File: src/sv/irac_pkg.sv
// shared types and constants for the interval range assign counter
package irac_pkg;

  localparam int MaxIntervals = 64;
  localparam int PosW = 31;
  localparam logic [PosW-1:0] LineLenRst = 31'd1024;

  typedef logic [PosW-1:0] pos_t;

  typedef struct packed {
    pos_t fin;
    pos_t beg;
  } iv_t;

  typedef enum logic [3:0] {
    StInit,
    StIdle,
    StPrep,
    StLen,
    StSetup,
    StScan,
    StCheck,
    StWrite,
    StTail,
    StIns,
    StDone
  } state_e;

endpackage

File: src/sv/irac_ram.sv
// interval table memory, one write port and one registered read port
module irac_ram #(
  parameter int Depth = irac_pkg::MaxIntervals,
  parameter int AddrW = $clog2(Depth)
) (
  input  logic                 clk_i,
  input  logic                 we_i,
  input  logic [AddrW-1:0]     waddr_i,
  input  irac_pkg::iv_t        wdata_i,
  input  logic                 re_i,
  input  logic [AddrW-1:0]     raddr_i,
  output irac_pkg::iv_t        rdata_o
);

  irac_pkg::iv_t mem [Depth];
  irac_pkg::iv_t rdata_q;

  always_ff @(posedge clk_i) begin
    if (we_i) begin
      mem[waddr_i] <= wdata_i;
    end
  end

  always_ff @(posedge clk_i) begin
    if (re_i) begin
      rdata_q <= mem[raddr_i];
    end
  end

  assign rdata_o = rdata_q;

endmodule

File: src/sv/interval_range_assign_counter.sv
// interval range assign counter: fsm, scan datapath and table memory
// an empty range skips the table passes; an item that would overflow the table skips the rewrite pass
// throughput: one item at a time; count and rewrite passes stream the table one entry per cycle
// reset: the init state writes the full-line interval into entry 0, then items are taken
// configuration writes are taken while idle and reinitialize the table in the same cycle
module interval_range_assign_counter #(
  parameter int MAX_INTERVALS = irac_pkg::MaxIntervals
) (
  input  logic                  clk_i,
  input  logic                  rst_ni,
  input  logic                  cfg_valid_i,
  output logic                  cfg_ready_o,
  input  logic [30:0]           cfg_line_length_i,
  input  logic                  in_valid_i,
  output logic                  in_ready_o,
  input  logic                  operation_i,
  input  logic [30:0]           range_first_i,
  input  logic [30:0]           range_last_i,
  output logic                  out_valid_o,
  input  logic                  out_ready_i,
  output logic [30:0]           set_count_o,
  output logic                  overflow_o
);

  localparam int AW = $clog2(MAX_INTERVALS);
  localparam int NW = $clog2(MAX_INTERVALS + 1);
  localparam int CW = $clog2(MAX_INTERVALS + 3);

  irac_pkg::state_e state_q, state_d;

  irac_pkg::pos_t line_len_q, total_q;
  logic [NW-1:0]  count_q;
  logic           op_q;
  irac_pkg::pos_t first_q, last_q, lo_q, hi_q, setlen_q, acc_q;
  logic           empty_q;
  logic [NW-1:0]  ra_q, w_q;
  logic           rvalid_q;
  irac_pkg::pos_t ovl_q;
  logic [1:0]     inc_q;
  logic           stg_vld_q;
  logic [CW-1:0]  cnt_q;
  irac_pkg::iv_t  tail_q;
  logic           tail_vld_q;
  irac_pkg::pos_t res_cnt_q;
  logic           res_ovf_q;
  logic           out_valid_q;
  irac_pkg::pos_t set_count_q;
  logic           overflow_q;

  logic           cfg_fire, in_fire;
  logic           re;
  logic           we;
  logic [AW-1:0]  waddr;
  irac_pkg::iv_t  wdata;
  irac_pkg::iv_t  rd;

  // clipping of the request range
  irac_pkg::pos_t hi_c, fst_c;
  // classification of the entry just read
  logic           in_rng, from_below, tail_ex;
  irac_pkg::pos_t max_b, min_f, ovl_c;
  logic [1:0]     inc_c;
  logic           piece_vld;
  irac_pkg::iv_t  piece;
  logic [CW-1:0]  cnt_plus;
  logic           ovf_c;
  logic           scan_done, write_done;

  assign cfg_ready_o = (state_q == irac_pkg::StIdle);
  assign cfg_fire    = cfg_valid_i & cfg_ready_o;
  assign in_ready_o  = (state_q == irac_pkg::StIdle);
  assign in_fire     = in_valid_i & in_ready_o;

  assign out_valid_o = out_valid_q;
  assign set_count_o = set_count_q;
  assign overflow_o  = overflow_q;

  irac_ram #(
    .Depth (MAX_INTERVALS),
    .AddrW (AW)
  ) u_ram (
    .clk_i   (clk_i),
    .we_i    (we),
    .waddr_i (waddr),
    .wdata_i (wdata),
    .re_i    (re),
    .raddr_i (ra_q[AW-1:0]),
    .rdata_o (rd)
  );

  always_comb begin
    hi_c  = (last_q > line_len_q) ? line_len_q : last_q;
    fst_c = (first_q == '0) ? irac_pkg::pos_t'(1) : first_q;
  end

  always_comb begin
    in_rng     = (rd.beg >= lo_q) && (rd.beg < hi_q);
    from_below = (rd.beg < lo_q) && (rd.fin > lo_q);
    tail_ex    = (rd.fin > hi_q);
    max_b      = (rd.beg > lo_q) ? rd.beg : lo_q;
    min_f      = (rd.fin < hi_q) ? rd.fin : hi_q;
    ovl_c      = (in_rng || from_below) ? (min_f - max_b) : '0;
    if (in_rng) begin
      inc_c     = {1'b0, tail_ex};
      piece_vld = tail_ex;
      piece     = '{fin: rd.fin, beg: hi_q};
    end else if (from_below) begin
      inc_c     = tail_ex ? 2'd2 : 2'd1;
      piece_vld = 1'b1;
      piece     = '{fin: lo_q, beg: rd.beg};
    end else begin
      inc_c     = 2'd1;
      piece_vld = 1'b1;
      piece     = rd;
    end
  end

  assign cnt_plus   = cnt_q + CW'(op_q);
  assign ovf_c      = cnt_plus > CW'(MAX_INTERVALS);
  assign scan_done  = (ra_q == count_q) && !rvalid_q && !stg_vld_q;
  assign write_done = (ra_q == count_q) && !rvalid_q;

  // next state
  always_comb begin
    state_d = state_q;
    case (state_q)
      irac_pkg::StInit:  state_d = irac_pkg::StIdle;
      irac_pkg::StIdle:  if (in_fire) state_d = irac_pkg::StPrep;
      irac_pkg::StPrep:  state_d = irac_pkg::StLen;
      irac_pkg::StLen:   state_d = empty_q ? irac_pkg::StDone : irac_pkg::StSetup;
      irac_pkg::StSetup: state_d = irac_pkg::StScan;
      irac_pkg::StScan:  if (scan_done) state_d = irac_pkg::StCheck;
      irac_pkg::StCheck: state_d = ovf_c ? irac_pkg::StDone : irac_pkg::StWrite;
      irac_pkg::StWrite: if (write_done) state_d = irac_pkg::StTail;
      irac_pkg::StTail:  state_d = irac_pkg::StIns;
      irac_pkg::StIns:   state_d = irac_pkg::StDone;
      irac_pkg::StDone:  if (!out_valid_q || out_ready_i) state_d = irac_pkg::StIdle;
      default:           state_d = irac_pkg::StIdle;
    endcase
  end

  // memory controls
  always_comb begin
    re    = 1'b0;
    we    = 1'b0;
    waddr = w_q[AW-1:0];
    wdata = piece;
    case (state_q)
      irac_pkg::StScan,
      irac_pkg::StWrite: re = (ra_q < count_q);
      default:           re = 1'b0;
    endcase
    if (cfg_fire) begin
      we    = 1'b1;
      waddr = '0;
      wdata = '{fin: cfg_line_length_i, beg: '0};
    end else begin
      case (state_q)
        irac_pkg::StInit: begin
          we    = 1'b1;
          waddr = '0;
          wdata = '{fin: line_len_q, beg: '0};
        end
        irac_pkg::StWrite: begin
          we    = rvalid_q && piece_vld;
          wdata = piece;
        end
        irac_pkg::StTail: begin
          we    = tail_vld_q;
          wdata = tail_q;
        end
        irac_pkg::StIns: begin
          we    = op_q;
          wdata = '{fin: hi_q, beg: lo_q};
        end
        default: we = 1'b0;
      endcase
    end
  end

  always_ff @(posedge clk_i or negedge rst_ni) begin
    if (!rst_ni) begin
      state_q     <= irac_pkg::StInit;
      line_len_q  <= irac_pkg::LineLenRst;
      total_q     <= irac_pkg::LineLenRst;
      count_q     <= NW'(1);
      ra_q        <= '0;
      w_q         <= '0;
      rvalid_q    <= 1'b0;
      stg_vld_q   <= 1'b0;
      cnt_q       <= '0;
      tail_vld_q  <= 1'b0;
      out_valid_q <= 1'b0;
    end else begin
      state_q  <= state_d;
      rvalid_q <= re;
      if (re) begin
        ra_q <= ra_q + NW'(1);
      end
      stg_vld_q <= (state_q == irac_pkg::StScan) && rvalid_q;

      if (cfg_fire) begin
        line_len_q <= cfg_line_length_i;
        total_q    <= cfg_line_length_i;
        count_q    <= (cfg_line_length_i != '0) ? NW'(1) : '0;
      end

      if (out_valid_q && out_ready_i) begin
        out_valid_q <= 1'b0;
      end

      case (state_q)
        irac_pkg::StSetup: begin
          ra_q  <= '0;
          cnt_q <= '0;
        end
        irac_pkg::StScan: begin
          if (stg_vld_q) begin
            cnt_q <= cnt_q + CW'(inc_q);
          end
        end
        irac_pkg::StCheck: begin
          ra_q       <= '0;
          w_q        <= '0;
          tail_vld_q <= 1'b0;
        end
        irac_pkg::StWrite: begin
          if (rvalid_q) begin
            if (piece_vld) begin
              w_q <= w_q + NW'(1);
            end
            if (from_below && tail_ex) begin
              tail_vld_q <= 1'b1;
            end
          end
        end
        irac_pkg::StTail: begin
          if (tail_vld_q) begin
            w_q <= w_q + NW'(1);
          end
        end
        irac_pkg::StIns: begin
          count_q <= w_q + NW'(op_q);
          total_q <= acc_q;
        end
        irac_pkg::StDone: begin
          if (!out_valid_q || out_ready_i) begin
            out_valid_q <= 1'b1;
          end
        end
        default: begin
        end
      endcase
    end
  end

  // payload registers
  always_ff @(posedge clk_i) begin
    if (in_fire) begin
      op_q    <= operation_i;
      first_q <= range_first_i;
      last_q  <= range_last_i;
    end
    if (rvalid_q) begin
      ovl_q <= ovl_c;
      inc_q <= inc_c;
    end
    case (state_q)
      irac_pkg::StPrep: begin
        lo_q    <= fst_c - irac_pkg::pos_t'(1);
        hi_q    <= hi_c;
        empty_q <= fst_c > hi_c;
      end
      irac_pkg::StLen: begin
        setlen_q  <= op_q ? (hi_q - lo_q) : '0;
        res_cnt_q <= total_q;
        res_ovf_q <= 1'b0;
      end
      irac_pkg::StSetup: begin
        acc_q <= total_q + setlen_q;
      end
      irac_pkg::StScan: begin
        if (stg_vld_q) begin
          acc_q <= acc_q - ovl_q;
        end
      end
      irac_pkg::StCheck: begin
        res_cnt_q <= total_q;
        res_ovf_q <= ovf_c;
      end
      irac_pkg::StWrite: begin
        if (rvalid_q && from_below && tail_ex) begin
          tail_q <= '{fin: rd.fin, beg: hi_q};
        end
      end
      irac_pkg::StIns: begin
        res_cnt_q <= acc_q;
        res_ovf_q <= 1'b0;
      end
      irac_pkg::StDone: begin
        if (!out_valid_q || out_ready_i) begin
          set_count_q <= res_cnt_q;
          overflow_q  <= res_ovf_q;
        end
      end
      default: begin
      end
    endcase
  end

endmodule

File: config.mk
export PLATFORM = sky130hd
export DESIGN_NAME = interval_range_assign_counter
export DESIGN_NICKNAME = d
export VERILOG_FILES = /design/src/sv/irac_pkg.sv /design/src/sv/irac_ram.sv /design/src/sv/interval_range_assign_counter.sv
export SDC_FILE = /design/constraint.sdc
export NUM_CORES = 2
export LEC_CHECK = 0
export BUFFER_PORTS_ARGS = -buffer_cell sky130_fd_sc_hd__buf_2
export CAP_MARGIN = 20
export CORE_AREA = 2 2 770 772
export DETAILED_ROUTE_END_ITERATION = 6
export DIE_AREA = 0 0 772 774
export GPL_TIMING_DRIVEN = 0
export PLACE_DENSITY_LB_ADDON = 0.1
export SLEW_MARGIN = 10
export SYNTH_ARGS = -nofsm -noshare
export SYNTH_HDL_FRONTEND = slang
export SYNTH_SLANG_ARGS = --single-unit
File: constraint.sdc
create_clock -name clk_i -period 27.4 [get_ports clk_i]
set_input_delay 5.48 -clock clk_i [delete_from_list [all_inputs] [get_ports clk_i]]
set_output_delay 5.48 -clock clk_i [all_outputs]
set_load 0.02 [all_outputs]
* Word-level counts from Yosys, hierarchy flattened
Memory sizes are Yosys's and may differ from the RTL's. A register that Yosys moved wholly into a read port is not among the register bits. Index checks and enable logic that the tools add are counted.
Storage, ports and cells: logic and storage cells 158, register bits after elaboration 445, bits in latches 0, memories kept 1, RAM bits 3968, memory bits (read-only) 0, output and inout port bits 35
Cells by class: bitwise logic cells 3, $add $sub $neg 10, div/mod/pow operators 0, muxes and demuxes 49, shifts and indexed selects 0, eq/ne operators 20, reduce and logical (&&, ||, !) cells 36, multipliers 0, $lt $le $gt $ge 11
Memories:
- u_ram.mem | words 64, bits a word 62, read ports 1, clocked after Yosys merged registers in 1, wr ports 1, line irac_ram.sv:15 | irac_pkg::iv_t mem [Depth];
Operator list (count):
- 31-bit 2-to-1 mux | 7
- 62-bit 2-to-1 mux | 3
- 62-bit case mux with 3 select lines | 1
- 31-bit > comparator | 5
- 31-bit case mux with 2 select lines | 2
- 31-bit < comparator | 3
- 31-bit subtractor | 3
- 7-bit 2-to-1 mux | 8
- 4-bit case mux with 10 select lines | 1
- 31-bit adder | 1
- 31-bit greater-or-equal comparator | 1
- 31-bit logical NOT | 1
- 31-bit nonzero test | 1
- 31-bit by 1-bit subtractor with 31-bit output (second input constant) | 1
- 4-bit 2-to-1 mux | 6
- 7-bit case mux with 3 select lines | 1
- 4-bit by 3-bit equality test with 1-bit output (second input constant) | 4
- 2-bit != test (second input constant) | 8
- 7-bit by 1-bit adder with 7-bit output | 2
- 7-bit by 1-bit adder with 7-bit output (second input constant) | 2
- 7-bit case mux with 2 select lines | 1
- 1-bit 2-to-1 mux | 13
- 4-bit equality test (second input constant) | 3
- 6-bit 2-to-1 mux | 2
- 22 further kinds | 49

* Logic depth before layout (Yosys ltp)
depth in word-level cells 8, mapped depth 26

* Hierarchy
Synthesis repeated with hierarchy kept, for this count alone.
Second synthesis, totals: cell total of the unflattened synthesis 9605, area, all modules 182283.6 um2
Modules (own cells, without submodules):
- irac_ram | sequential area each 121016.1 um2, times used 1, area each 152387.4 um2, cells each 6650
- interval_range_assign_counter | sequential area each 12876.1 um2, times used 1, area each 29896.2 um2, cells each 2955

* Least setup slack after synthesis
OpenSTA, ideal clock, no wires.
path kind input-to-reg, from in cfg_valid_i, to mem u_ram.mem[40][0] (netlist name) (enable), stages on the path 5, arrival 15.915 ns, slack 10.671 ns, setup time 0.814 ns, data required time 26.586 ns, path through and2_1 > clkbuf_1 > nor2_1 > nand2_1 > a2111oi_0
Between the ends: longest elaborated chain between the ends 4
RTL lines:
- start, declared | line interval_range_assign_counter.sv:11 | input logic cfg_valid_i,
- 1-bit bitwise AND * | line interval_range_assign_counter.sv:70 | assign cfg_fire = cfg_valid_i & cfg_ready_o;
- 1-bit 2-to-1 mux | line interval_range_assign_counter.sv:153 | if (cfg_fire) begin
- 1-bit 2-to-1 mux | line irac_ram.sv:19 | if (we_i) begin
- 1-bit 2-to-1 mux (not written as such) | line irac_ram.sv:20 | mem[waddr_i] <= wdata_i;
- end, declared | line irac_ram.sv:15
Mark *: on every way between the ends. The rest lies on a longest branch, timed or not.

* Worst setup path in the final report
from in cfg_valid_i, to mem u_ram.mem[44][27] (netlist name) (enable)
Same word-level chain as after synthesis.

==> impl_results.md <==
* Post-CTS Setup Repair Bufs at 0
* Detail Route Antenna Nets at 0
* Hold slack at 416 ps
* Status: finished, final reports clean
* Syn nets at 9113
* Routability cong. at 0.872
* Die area at 0.598 mm²
* Reg2reg setup slack at 19250 ps
* Yosys cell types at 73
* Final Skew at 62.0 ps
* Detailed route wirelength on metal3 at 31.8 mm
* Lkg Pwr at 0.0711 µW
* Layout Nets at 10500
* Length of routed wiring on met1 at 271 mm
* Maximum clock frequency at 103 MHz
* Synth warnings at 0
* Yosys reg bits at 4475
* RSZ-0062 raised after global routing: false
* Share of layout cells above drive strength 1 at 0.312
* CP Max Fanout at 9
* Maxcap violations at 0
* Startpoint Class: input port
* Vias in the first global route at 101000
* Quantity of I/O buffers inserted on ports at 133
* Final min period at 9700 ps
* DR pass1 iterations at 6
* Worst skew pair latency at 1080 ps
* # DRC at 0
* Dpl hpwl at 495 mm
* Most frequent cells in the layout: 4377 x edfxtp_1, 1302 x mux4_2, 532 x clkbuf_16
* Die X at 772 µm
* Max Transition Viols Final at 0
* Gate power share at 0.341
* DRT Wirelength at 643 mm
* Net Sw Power at 8540 µW
* CP required at 28130 ps
* Post-synth EDFFs at 4377
* Post-synth top area share at 0.722
* H-tree depth at 6
* Cells after Synth at 8688
* Crit share post-route at 0.354
* Clk sinks at 4475
* Core Area at 0.589 mm²
* Initial DRC Count at 10400
* Starting Density at 0.309
* Worst ir drop on vdd at 69.2 µV
* Register share of total power at 0.390
* Slew at the pin closest to its max-slew limit at 1220 ps
* Post-CTS Resized at 0
* Commonest non-fill, non-tap cell in the layout: edfxtp_1
* Root Driver: clkbuf_16
* Global-route usage over all layers at 0.211
* Number of CTS-inserted buffers at 520
* Top area cells in the synthesized netlist: edfxtp_1 72%, mux4_2 16%, ha_1 2.2%
* Die Span Y at 774 µm
* Main synth FF type: edfxtp_1
* CP endpoint kind: register
* Clock Tree Buf Depth at 4
* Seq/Total Area, Yosys at 0.736
* Crit path DAT at 10430 ps
* Hold WC Path Type: register to register
* Via density at 5.26
* Final count of negative-setup-slack endpoints at 0
* Mean Syn Cell Area at 20.9 µm²
* IO Pins at 134
* Row cnt at 282
* Crit path kind: input port to register
* Ys async rst share at 0.0219
* Final hold violation count at 0
* Via count at 96400
* Clock Pin Slew Worst Setup and Hold Paths at 60 ps
* Routed length on met2 at 319 mm
* Clock Power Share at 0.269
* Post-DR wirelength/cell at 35.1 µm
* CTS tree: done
* Final core utilization at 0.375
* Synth area leader: edfxtp_1
* Top sig layer: met5
* Total grt overflow at 0
* Final total power at 24900 µW
* Slew HR at 0.188
* Cell Area, Synth at 0.182 mm²
* Global-route wire length before repair at 863 mm
* Largest net degree at the start of global routing at 57
* Initial antenna violation count at 62
* PD cells at 113 mW/mm²
* Internal at 16400 µW
* Layout area overhead at 21.2%
* Post-CTS Hold Buffers at 0
* Total negative slack at 0 ps
* Sw Share at 0.343
[stage by stage]
step	setup WS, ps	std cells	instance area (µm²)
finish	17700	18300	220000
global route	17810	18300	220000
CTS	17870	18300	220000
detailed placement	16750	17400	204000
global placement	-10150	16600	192000
floorplan	10670	8688	182000
[flip-flops by register name, indices dropped and copies added (netlist names), 2 cells and up]
name / flops
acc_q: 31
cnt_q: 7
count_q: 7
first_q: 31
hi_q: 31
inc_q: 2
last_q: 31
line_len_q: 31
lo_q: 31
ovl_q: 31
ra_q: 7
res_cnt_q: 31
set_count_o: 31
setlen_q: 31
state_q: 4
tail_q: 62
total_q: 31
u_ram.mem: 3968
u_ram.rdata_o: 62
w_q: 7
[cell families after synthesis]
logic type | after synthesis | share of synthesized area
fa+ha+maj | 326 | 0.0226
xor+xnor | 140 | 0.00674
flops | 4475 | 0.736
buf+inv | 612 | 0.0128
mux | 1493 | 0.172
compound gates | 725 | 0.0261
simple gates | 917 | 0.0235
[power groups by stage]
stage / combinational [µW] / clock [µW] / sequential (µW)
2_1_floorplan: 4270 / 0 / 9900
3_3_place_gp: 7350 / 0 / 10300
3_5_place_dp: 8570 / 0 / 9860
4_1_cts: 8600 / 6860 / 9720
5_1_grt: 9030 / 7110 / 9750
6_report: 8500 / 6700 / 9730
[synthesized netlist by cell type (7+ instances only)]
| library cell | count |
|---|---|
| nor4_1 | 29 |
| and3_1 | 11 |
| nor3_1 | 64 |
| edfxtp_1 | 4377 |
| a2111oi_0 | 8 |
| nor2b_1 | 37 |
| buf_1 | 95 |
| xor2_1 | 75 |
| o21ai_0 | 168 |
| dfrtp_1 | 95 |
| a21o_1 | 116 |
| a31oi_1 | 76 |
| or2_2 | 12 |
| nor2_1 | 281 |
| inv_1 | 169 |
| ha_1 | 321 |
| nand2_1 | 268 |
| o211ai_1 | 8 |
| a31o_2 | 7 |
| nand2b_1 | 47 |
| a211oi_1 | 10 |
| nor2_2 | 7 |
| clkbuf_1 | 339 |
| mux2i_1 | 101 |
| o21bai_1 | 12 |
| a21oi_1 | 164 |
| a211o_1 | 8 |
| nand4_1 | 50 |
| and2_1 | 16 |
| or4_1 | 7 |
| mux4_2 | 1302 |
| a222oi_1 | 62 |
| nand3_1 | 52 |
| xnor2_1 | 65 |
| o31ai_1 | 10 |
| or3_1 | 18 |
| o21a_1 | 23 |
| mux2_2 | 90 |
[worst paths after layout]
kind / startpoint / to / depth (start not counted)
max in group asynchronous: rst_ni / count_q[0]$_DFFE_PN1P_ / 2
worst min register to register: res_cnt_q[5]$_DFFE_PP_ / set_count_o[5]$_DFFE_PP_ / 0
worst max-delay path: cfg_valid_i / u_ram.mem[44][27]$_DFFE_PP_ / 17
min in group asynchronous: rst_ni / total_q[12]$_DFFE_PN0P_ / 1
worst min-delay path: res_cnt_q[5]$_DFFE_PP_ / set_count_o[5]$_DFFE_PP_ / 0
worst max register to register: lo_q[26]$_DFFE_PP_ / ovl_q[28]$_SDFFCE_PN0P_ / 25
[metal layers]
metal | vias up | global-route usage
met2 | 3160 | 0.360
li1 | 39300 | -
met3 | 766 | 0.0277
met5 | - | 0
met4 | 6 | 0.0629
met1 | 53100 | 0.282
[final cells by class]
cell class,instances,area (µm²)
fill,53600,368000
sequential,4475,134000
multi-input combinational,3601,46900
clock buffer,658,13800
timing repair buffer,882,11100
tap,7810,9770
clock inverter,273,2390
buffer,443,1840
inverter,169,634
antenna,21,52.6
[critical path, cell delays in order]
cell      delay, ps
buf_2           120
and2_1          130
clkbuf_1        440
or2_2           460
clkbuf_1        200
nor2_1          210
nand3_1         570
nor4_2          810
buf_4           320
buf_2           250
buf_4           210
buf_4           180
buf_4           200
buf_4           210
buf_4           200
buf_4           190
buf_4           190
Note: power is estimated with default switching activity, not from simulation.
